### src/sv/pfa_pkg.sv
// Package: sizes, codes and command/status types of the page frame allocator.
`timescale 1ns / 1ps
`default_nettype none
package pfa_pkg;

   // Managed map geometry
   localparam int NUM_PAGES  = 4096;
   localparam int PAGE_SHIFT = 12;
   localparam int WORD_W     = 64;
   localparam int BIT_W      = $clog2(WORD_W);
   localparam int NUM_WORDS  = (NUM_PAGES + WORD_W - 1) / WORD_W;
   localparam int WA_W       = (NUM_WORDS > 1) ? $clog2(NUM_WORDS) : 1;
   localparam int IDX_W      = WA_W + BIT_W;

   // Field widths
   localparam int ADDR_W  = 40;
   localparam int CNT_W   = 13;
   localparam int STS_W   = 2;
   localparam int OFF_W   = ADDR_W - PAGE_SHIFT;
   localparam int CSR_I_W = 2;

   // Request kinds
   localparam logic KIND_ALLOC = 1'b0;
   localparam logic KIND_FREE  = 1'b1;

   // Response status codes
   localparam logic [STS_W-1:0] ST_DONE = 2'd0;
   localparam logic [STS_W-1:0] ST_NONE = 2'd1;
   localparam logic [STS_W-1:0] ST_BAD  = 2'd2;

   // Register indexes
   localparam logic [CSR_I_W-1:0] CSR_BASE  = 2'd0;
   localparam logic [CSR_I_W-1:0] CSR_PAGES = 2'd1;
   localparam logic [CSR_I_W-1:0] CSR_FIRST = 2'd2;

   typedef struct packed {
      logic alloc_prep;
      logic scan;
      logic make_addr;
      logic free_sub;
      logic free_read;
      logic free_write;
      logic res_none;
      logic res_bad;
   } pfa_cmd_type;

   typedef struct packed {
      logic req_kind;
      logic start_ok;
      logic found;
      logic last_word;
      logic free_bad;
   } pfa_sts_type;

endpackage
`default_nettype wire

### src/sv/pfa_ctrl.sv
// Controller: sequences allocate scans and free read-modify-writes.
`timescale 1ns / 1ps
`default_nettype none
module pfa_ctrl
   import pfa_pkg::*;
(
   input  wire logic        clock,
   input  wire logic        reset,
   input  wire logic        req_valid,
   output logic             req_ready,
   output logic             rsp_valid,
   input  wire logic        rsp_ready,
   input  wire pfa_sts_type sts,
   output pfa_cmd_type      cmd
);

   localparam logic [2:0] S_IDLE   = 3'd0;
   localparam logic [2:0] S_ASTART = 3'd1;
   localparam logic [2:0] S_ASCAN  = 3'd2;
   localparam logic [2:0] S_AADDR  = 3'd3;
   localparam logic [2:0] S_FSUB   = 3'd4;
   localparam logic [2:0] S_FCHK   = 3'd5;
   localparam logic [2:0] S_FWR    = 3'd6;
   localparam logic [2:0] S_RSP    = 3'd7;

   logic [2:0] state_ff;
   logic [2:0] state_in;

   always_comb begin
      state_in  = state_ff;
      cmd       = '0;
      req_ready = 1'b0;
      rsp_valid = 1'b0;
      case (state_ff)
         S_IDLE: begin
            req_ready = 1'b1;
            if (req_valid) begin
               state_in = (sts.req_kind == KIND_FREE) ? S_FSUB : S_ASTART;
            end
         end
         S_ASTART: begin
            if (sts.start_ok) begin
               cmd.alloc_prep = 1'b1;
               state_in       = S_ASCAN;
            end else begin
               cmd.res_none = 1'b1;
               state_in     = S_RSP;
            end
         end
         S_ASCAN: begin
            cmd.scan = 1'b1;
            if (sts.found) begin
               state_in = S_AADDR;
            end else if (sts.last_word) begin
               cmd.res_none = 1'b1;
               state_in     = S_RSP;
            end
         end
         S_AADDR: begin
            cmd.make_addr = 1'b1;
            state_in      = S_RSP;
         end
         S_FSUB: begin
            cmd.free_sub = 1'b1;
            state_in     = S_FCHK;
         end
         S_FCHK: begin
            if (sts.free_bad) begin
               cmd.res_bad = 1'b1;
               state_in    = S_RSP;
            end else begin
               cmd.free_read = 1'b1;
               state_in      = S_FWR;
            end
         end
         S_FWR: begin
            cmd.free_write = 1'b1;
            state_in       = S_RSP;
         end
         S_RSP: begin
            rsp_valid = 1'b1;
            if (rsp_ready) begin
               state_in = S_IDLE;
            end
         end
         default: begin
            state_in = S_IDLE;
         end
      endcase
   end

   always_ff @(posedge clock) begin
      if (reset) begin
         state_ff <= S_IDLE;
      end else begin
         state_ff <= state_in;
      end
   end

endmodule
`default_nettype wire

### config.mk
export PLATFORM = sky130hd
export DESIGN_NAME = pfa_ctrl
export DESIGN_NICKNAME = d
export VERILOG_FILES = /design/src/sv/pfa_pkg.sv /design/src/sv/pfa_ctrl.sv
export SDC_FILE = /design/constraint.sdc
export NUM_CORES = 1
export LEC_CHECK = 0
export BUFFER_PORTS_ARGS = -buffer_cell sky130_fd_sc_hd__buf_4
export CORE_AREA = 2 2 39 41
export CTS_CLUSTER_DIAMETER = 50
export CTS_CLUSTER_SIZE = 28
export DETAILED_ROUTE_END_ITERATION = 6
export DIE_AREA = 0 0 41 43
export PLACE_DENSITY_LB_ADDON = 0.12
export REMOVE_ABC_BUFFERS = 1
export SYNTH_ARGS = -nofsm -noshare
export SYNTH_HDL_FRONTEND = slang
export SYNTH_SLANG_ARGS = --single-unit
### constraint.sdc
create_clock -name clock -period 1.2 [get_ports clock]
set_input_delay 0.24 -clock clock [delete_from_list [all_inputs] [get_ports clock]]
set_output_delay 0.24 -clock clock [all_outputs]
set_load 0.05 [all_outputs]
==> reports/results.tsv, run 1 <==
stage	metric	value	unit
die	Die Ht	43	um
critical_path	type of origin of the critical path	flip-flop	
route	overall routed net length	943	um
yosys	sequential cell area fraction in the yosys report	19.3	%
clock_tree	CTS tree	yes	
sta	Finish-stage setup viols	12	
sta	setup TNS	-1.78	ns
power_and_ir_drop	peak supply drop	0.000765	V
yosys	warning count from the yosys run	0	
sta	RSZ-0062 raised after global routing	yes	
clock_tree	Root Driver	clkbuf_4	
clock_tree	clock buffer depth	2	
clock_tree	H-tree levels	1	
route	Post-route DRC	0	
route	number of DRC markers in iteration 0	2	
grt	met3 Resource Use GR	2.09	%
grt	pin count of the biggest net entering global routing	9	
placement	PortBufs	18	
clock_tree	CTS Hold Buffers Added	0	
power_and_ir_drop	Design Power	964	uW
power_and_ir_drop	P_leak	0.000301	uW
sta	final critical-path setup slack	-0.232	ns
grt	M2 GR Usage	19.1	%
die	Die ar.	1760	um^2
placement	routability cong.	0.806	
critical_path	crit path to	cmd[1]	
finish	Filler cells	150	
sta	worst hold slack	0.185	ns
yosys	Synth area leader	dfxtp_1	
critical_path	Worst Path Required	0.96	ns
sta	worst clock skew	0.00126	ns
yosys	library cells used by synthesis	24	
die	die width	41	um
sta	Slew Limit Fails	0	
yosys	largest cells by area after synthesis	dfxtp_1 (19%), buf_6 (11%), nor2_1 (7.2%)	
clock_tree	TritonCTS buffer count	3	
finish	largest reg by FF count	state_ff	
grt	first-pass GRT wire length	1550	um
finish	nets	81	
yosys	flops & latches, synth	3	
yosys	Syn Inst Count	40	
finish	synth-to-layout area growth	112	%
route	Via-to-Cell Ratio	4.75	
clock_tree	CTS clk-pin slew, worst paths	0.04	ns
critical_path	RR Startpoint	state_ff[2]	
critical_path	worst reg-to-reg path cell count	5	
yosys	Synth top area share	19.3	%
grt	number of global-route vias before repair	391	
grt	Total GRT Usage	12.8	%
critical_path	crit path max fanout	6	
yosys	Avg Cell Area, Syn	7.79	um^2
min_path	hold path cells	2	
sta	fmax	0.698	GHz
critical_path	R2R Setup Slk	-0.03	ns
power_and_ir_drop	PwrDens	1460	nW/um^2
finish	Largest regs	state_ff (3)	
finish	max FFs per register	3	
route	Post-DRT Antenna Nets	0	
status	status	complete, but fails checks	
status	failing checks	negative setup slack	
placement	Post-DP HPWL	704	um
critical_path	Critical Path End Type	primary output	
sta	Slew HR	85.6	%
critical_path	WS Path Type	reg2out	
sta	final worst-path cycle share	119	%
critical_path	FF-to-FF End	state_ff[2]	
die	core area	1380	um^2
route	first drt pass iteration count	4	
finish	post-layout util	47.8	%
die	initial core utilization	22.5	%
clock_tree	Sink Count	3	
job	max-cap viol count	0	
yosys	mapped cell area	312	um^2
finish	Antenna Cells	0	
grt	grt met1 use	16.1	%
clock_tree	Skew-Pair Late Insertion Delay	0.23	ns
critical_path	Crit. Startpoint	state_ff[0]	
placement	pre-CTS WS	-0.0753	ns
die	row count	14	
min_path	HP Class	in2reg	
grt	busiest metal layer after global routing	met2	
grt	gr ovfl total	0	
route	vias	413	
sta	Final Hold Fails	0	
sta	minimum clock period after layout	1.43	ns
die	# IOs	19	
sta	Slew @ Worst Pin	0.213	ns
route	WL/cell	10.8	um
grt	initial antenna violation count	0	
critical_path	critical path arrival	1.19	ns
finish	share of layout cells above drive strength 1	67.6	%
routing by layer:
layer / part of all wire, % / routed length [um]
met5: 0 / 0
met3: 5.1 / 48
met1: 42 / 399
met4: 1.2 / 11
met2: 51 / 482
critical path, stage by stage (launching register included):
cell	delay [ns]
dfxtp_4	0.35
o32a_1	0.35
nor2_2	0.09
buf_6	0.16
what timing repair did:
action	CTS	global route
cloned	0	0
pin swaps	5	2
gates resized for setup	22	11
setup endpoints to repair	12	12
setup buffers	2	1
stage by stage:
stage          area (um^2)  instances
3_3_place_gp           500         80
2_1_floorplan          278         37
6_report               662         87
4_1_cts                618         86
3_5_place_dp           500         80
5_1_grt                662         87
synthesized netlist by cell type:
cell,instances
a311oi_1,1
and2b_2,1
a2bb2oi_1,1
nor3_1,1
nor4bb_1,1
and2b_1,1
nor3b_1,1
and2_1,2
o2bb2ai_1,1
or2b_1,1
or3_1,1
dfxtp_1,3
o211ai_1,2
o21bai_1,1
and3_1,3
buf_6,3
and3_2,1
a41oi_1,1
nand2b_1,2
inv_1,1
nand2_1,3
o32a_1,1
nand4b_1,1
nor2_1,6
final cells by class:
class / count / area [um^2] / area share (%)
clock buffer: 4 / 26.3 / 3.97
timing repair buffer: 30 / 282 / 42.5
sequential: 3 / 71.3 / 10.8
tap: 16 / 20.0 / 3.02
inverter: 1 / 3.75 / 0.567
multi-input combinational: 33 / 259 / 39.1
report_power, final:
part / internal (uW) / leakage (uW) / total (uW) / switching (uW)
sequential: 129 / 0.0000267 / 160 / 30.7
combinational: 307 / 0.000260 / 629 / 322
clock: 125 / 0.0000150 / 175 / 50.7
layout by cell type, fill, tap and decap left out, types with 2 or more instances in the layout:
cell	netlist	routed
and2_4	0	2
dfxtp_4	0	3
nor2_1	6	3
o211ai_1	2	2
nand2_1	3	3
buf_8	0	4
clkbuf_4	0	3
nand2b_1	2	2
and3_4	0	2
buf_4	0	19
nor2_2	0	2
buf_6	3	7
cells by family after synthesis:
logic type / synth area share (%)
DFF: 19.3
buffers and inverters: 12.0
and+or+nand+nor: 47.0
AOI/OAI and AO/OA: 21.7
how the worst min path moves through the flow:
stage,from,endpoint
CTS,reset,state_ff[0]
global route,reset,state_ff[2]
finish,reset,state_ff[0]
floorplan,reset,state_ff[0]
detailed placement,reset,state_ff[0]
global placement,reset,state_ff[0]
Note: power is estimated with default switching activity, not from simulation.
==> run 2, diff against run 1 <==
- MAX_ROUTING_LAYER: unset -> met4
==> reports/results.tsv, run 2 (synthesis results as in run 1) <==
stage	metric	value	unit
grt	Total GRT Usage	13.1	%
die	# IOs	19	
finish	share of layout cells above drive strength 1	67.6	%
die	core area	1380	um^2
sta	worst hold slack	0.185	ns
clock_tree	Root Driver	clkbuf_4	
sta	worst clock skew	0.00126	ns
critical_path	crit path max fanout	6	
clock_tree	CTS clk-pin slew, worst paths	0.04	ns
status	failing checks	negative setup slack	
finish	nets	81	
clock_tree	Sink Count	3	
grt	pin count of the biggest net entering global routing	9	
grt	number of global-route vias before repair	391	
route	number of DRC markers in iteration 0	2	
critical_path	type of origin of the critical path	flip-flop	
power_and_ir_drop	P_leak	0.000301	uW
sta	final worst-path cycle share	119	%
power_and_ir_drop	PwrDens	1460	nW/um^2
sta	final critical-path setup slack	-0.231	ns
route	WL/cell	10.8	um
die	row count	14	
min_path	worst hold start	reset	
finish	post-layout util	47.8	%
finish	post-layout instance area	662	um^2
placement	pre-CTS WS	-0.0753	ns
critical_path	WS Path Type	reg2out	
clock_tree	CTS Hold Buffers Added	0	
finish	synth-to-layout area growth	112	%
clock_tree	H-tree levels	1	
status	status	complete, but fails checks	
placement	routability cong.	0.818	
die	Die ar.	1760	um^2
finish	Largest regs	state_ff (3)	
clock_tree	TritonCTS buffer count	3	
route	first drt pass iteration count	4	
sta	Slew @ Worst Pin	0.213	ns
finish	commonest cells after routing, fill and taps aside	buf_4 (19), buf_6 (7), buf_8 (4)	
min_path	HP Class	in2reg	
sta	Slew HR	85.6	%
route	vias	413	
critical_path	Critical Path End Type	primary output	
sta	minimum clock period after layout	1.43	ns
min_path	hold path cells	2	
route	Via-to-Cell Ratio	4.75	
power_and_ir_drop	peak supply drop	0.000765	V
finish	Antenna Cells	0	
route	overall routed net length	943	um
finish	commonest non-fill, non-tap cell in the layout	buf_4	
sta	Slew Limit Fails	0	
die	initial core utilization	22.5	%
grt	gr ovfl total	0	
finish	largest reg by FF count	state_ff	
critical_path	RR Startpoint	state_ff[2]	
critical_path	Worst Path Required	0.96	ns
critical_path	worst reg-to-reg path cell count	5	
clock_tree	CTS tree	yes	
sta	Finish-stage setup viols	12	
die	Die Ht	43	um
sta	RSZ-0062 raised after global routing	yes	
sta	Final Hold Fails	0	
placement	Placed Area	500	um^2
sta	setup TNS	-1.78	ns
placement	PortBufs	18	
job	max-cap viol count	0	
die	die width	41	um
critical_path	critical path arrival	1.19	ns
route	Post-DRT Antenna Nets	0	
finish	max FFs per register	3	
placement	Post-DP HPWL	704	um
clock_tree	clock buffer depth	2	
critical_path	Crit. Startpoint	state_ff[0]	
sta	fmax	0.699	GHz
clock_tree	Skew-Pair Late Insertion Delay	0.23	ns
route	Post-route DRC	0	
grt	first-pass GRT wire length	1550	um
grt	initial antenna violation count	0	
[run 2: cell counts in the layout (fill, tap and decap cells not counted)]
Identical to the previous run, type by type.
[run 2: area by class of cell]
class / instances / area [um^2]
Fill cell: 150 / 722
Timing Repair Buffer: 30 / 282
Multi-Input combinational cell: 33 / 259
Sequential cell: 3 / 71.3
Clock buffer: 4 / 26.3
Tap cell: 16 / 20.0
Inverter: 1 / 3.75
[run 2: routing by layer]
layer / track usage [%] / vias up / share of wire [%]
met2: 19.1 / 14 / 51
met3: 1.57 / 2 / 4.5
met4: 8.00 / 0 / 1.2
met1: 16.4 / 188 / 43
li1: - / 209 / -
met5: - / - / 0
[run 2: where the power goes]
| part | total, uW | switching, uW | internal, uW |
|---|---|---|---|
| logic | 629 | 322 | 307 |
| registers | 160 | 30.8 | 129 |
| clock network | 175 | 50.7 | 125 |
| total | 964 | 403 | 561 |
[run 2: stage by stage]
stage,total power [uW],std cells
3_5_place_dp,638,80
5_1_grt,1030,87
4_1_cts,926,86
6_report,964,87
3_3_place_gp,641,80
2_1_floorplan,435,37
[run 2: path summary, 6_finish.rpt]
| check | end | slack, ns |
|---|---|---|
| min reg2reg | state_ff[0] | 0.63 |
| min | state_ff[0] | 0.18 |
| max | cmd[1] | -0.23 |
| max reg2reg | state_ff[2] | -0.03 |
[run 2: repair_timing]
action / 4_1_cts / 5_1_grt
resized for setup: 22 / 11
pin swaps: 5 / 2
setup endpoints to repair: 12 / 12
hold endpoints to repair: 0 / 0
buffers inserted: 2 / 1
[run 2: critical path, cell delays in order, from the launching register on]
cell and delay, ns:
dfxtp_4 0.35, o32a_1 0.35, nor2_2 0.09, buf_6 0.16
==> run 3, diff against run 2 <==
- SETUP_SLACK_MARGIN: unset -> 0.4
==> reports/results.tsv, run 3 (synthesis results as in run 1) <==
stage	metric	value	unit
status	status	complete, but fails checks	
status	failing checks	negative setup slack	
die	die width	41	um
clock_tree	CTS clk-pin slew, worst paths	0.04	ns
die	row count	14	
die	initial core utilization	22.5	%
critical_path	R2R Setup Slk	-0.03	ns
finish	share of layout cells above drive strength 1	67.6	%
die	Die Ht	43	um
grt	number of global-route vias before repair	390	
power_and_ir_drop	switch share	41.8	%
clock_tree	Root Driver	clkbuf_4	
sta	setup TNS	-1.77	ns
route	Post-route DRC	0	
critical_path	type of origin of the critical path	flip-flop	
critical_path	FF-to-FF End	state_ff[2]	
critical_path	Critical Path End Type	primary output	
critical_path	CP max-delay cell	dfxtp_4	
power_and_ir_drop	Clock Power Share	18.1	%
sta	worst clock skew	0.00103	ns
sta	Final Hold Fails	0	
route	WL/cell	10.8	um
power_and_ir_drop	PwrDens	1460	nW/um^2
route	overall routed net length	940	um
sta	Slew @ Worst Pin	0.217	ns
power_and_ir_drop	Pint	561	uW
sta	fmax	0.699	GHz
clock_tree	H-tree levels	1	
critical_path	Stages on worst setup path	3	
route	first drt pass iteration count	3	
power_and_ir_drop	P_leak	0.000301	uW
die	# IOs	19	
finish	commonest cells after routing, fill and taps aside	buf_4 (19), buf_6 (7), buf_8 (4)	
clock_tree	CTS tree	yes	
critical_path	RR Startpoint	state_ff[2]	
placement	routability cong.	0.818	
sta	Finish-stage setup viols	12	
route	number of DRC markers in iteration 0	7	
finish	synth-to-layout area growth	112	%
route	Via-to-Cell Ratio	4.74	
clock_tree	clock buffer depth	2	
critical_path	crit path max fanout	6	
clock_tree	Sink Count	3	
sta	worst hold slack	0.185	ns
clock_tree	TritonCTS buffer count	3	
grt	Total GRT Usage	13.1	%
die	core area	1380	um^2
grt	first-pass GRT wire length	1550	um
power_and_ir_drop	peak supply drop	0.000765	V
min_path	HP Class	in2reg	
power_and_ir_drop	P_sw	403	uW
critical_path	slowest cell delay on critical path	0.35	ns
clock_tree	CTS Hold Buffers Added	0	
finish	Antenna Cells	0	
route	Post-DRT Antenna Nets	0	
grt	initial antenna violation count	0	
sta	Slew HR	85.3	%
sta	Slew Limit Fails	0	
finish	Largest regs	state_ff (3)	
placement	PortBufs	18	
job	max-cap viol count	0	
critical_path	critical path arrival	1.19	ns
critical_path	Worst Path Buf+Inv	1	
route	vias	412	
sta	final worst-path cycle share	119	%
grt	gr ovfl total	0	
critical_path	worst reg-to-reg path cell count	5	
power_and_ir_drop	combinational share of power	65.3	%
finish	commonest non-fill, non-tap cell in the layout	buf_4	
sta	minimum clock period after layout	1.43	ns
finish	max FFs per register	3	
critical_path	CP Cell Sequence	o32a_1, nor2_2, buf_6	
critical_path	WS Path Type	reg2out	
die	Die ar.	1760	um^2
power_and_ir_drop	Flop pwr share	16.5	%
placement	Post-DP HPWL	704	um
sta	final critical-path setup slack	-0.231	ns
critical_path	crit path to	cmd[1]	
grt	pin count of the biggest net entering global routing	9	
sta	RSZ-0062 raised after global routing	yes	
finish	nets	81	
clock_tree	Skew-Pair Late Insertion Delay	0.23	ns
finish	largest reg by FF count	state_ff	
critical_path	crit-path leading delay family	flip-flops	
critical_path	Worst Path Required	0.96	ns
critical_path	Crit. Startpoint	state_ff[0]	
run 3: power by group through the flow:
stage | registers, uW | clock network [uW] | logic (uW)
after floorplan | 167 | 0 | 268
after global placement | 153 | 0 | 488
after detailed placement | 154 | 0 | 484
after CTS | 161 | 183 | 582
after global routing | 165 | 198 | 670
final | 159 | 175 | 630
run 3: layout make-up:
class / count / area (um^2)
Tap cell: 16 / 20.0
Timing Repair Buffer: 30 / 282
Fill cell: 150 / 722
Sequential cell: 3 / 71.3
Multi-Input combinational cell: 33 / 259
Inverter: 1 / 3.75
Clock buffer: 4 / 26.3
run 3: timing repair:
action                     in CTS  in global routing
pin swaps                       5                  2
setup endpoints to repair      13                 13
setup buffers                   2                  1
gates resized for setup        22                 11
run 3: worst reg2reg max path: cells and delay by family, from the launching register on:
family	cells	cell delay, ns
buffers and inverters	2	0.24
DFF	1	0.35
AOI/OAI and AO/OA	1	0.13
and+or+nand+nor	2	0.39
run 3: worst min path at each step:
| stage | startpoint | end | slack, ns | cells past startpoint |
|---|---|---|---|---|
| 2_1_floorplan | reset | state_ff[0] | 0.31 | 1 |
| 3_3_place_gp | reset | state_ff[0] | 0.42 | 2 |
| 3_5_place_dp | reset | state_ff[0] | 0.43 | 2 |
| 4_1_cts | reset | state_ff[0] | 0.18 | 2 |
| 5_1_grt | reset | state_ff[2] | 0.17 | 2 |
| 6_report | reset | state_ff[0] | 0.19 | 2 |
run 3: metal layers:
metal,vias up,routed length (um),track usage [%]
li1,209,-,-
met1,189,405,16.4
met2,12,485,19.1
met3,2,38,1.57
met4,0,11,8.00
met5,-,0,-
run 3: metrics by stage:
stage	area [um^2]	util, %	power [uW]	setup slack, ns	cells
2_1_floorplan	278	-	435	-0.743	37
3_3_place_gp	500	36.2	641	-0.0999	80
3_5_place_dp	500	36.2	638	-0.0753	80
4_1_cts	618	44.7	926	-0.254	86
5_1_grt	662	47.8	1030	-0.286	87
6_report	662	47.8	964	-0.231	87
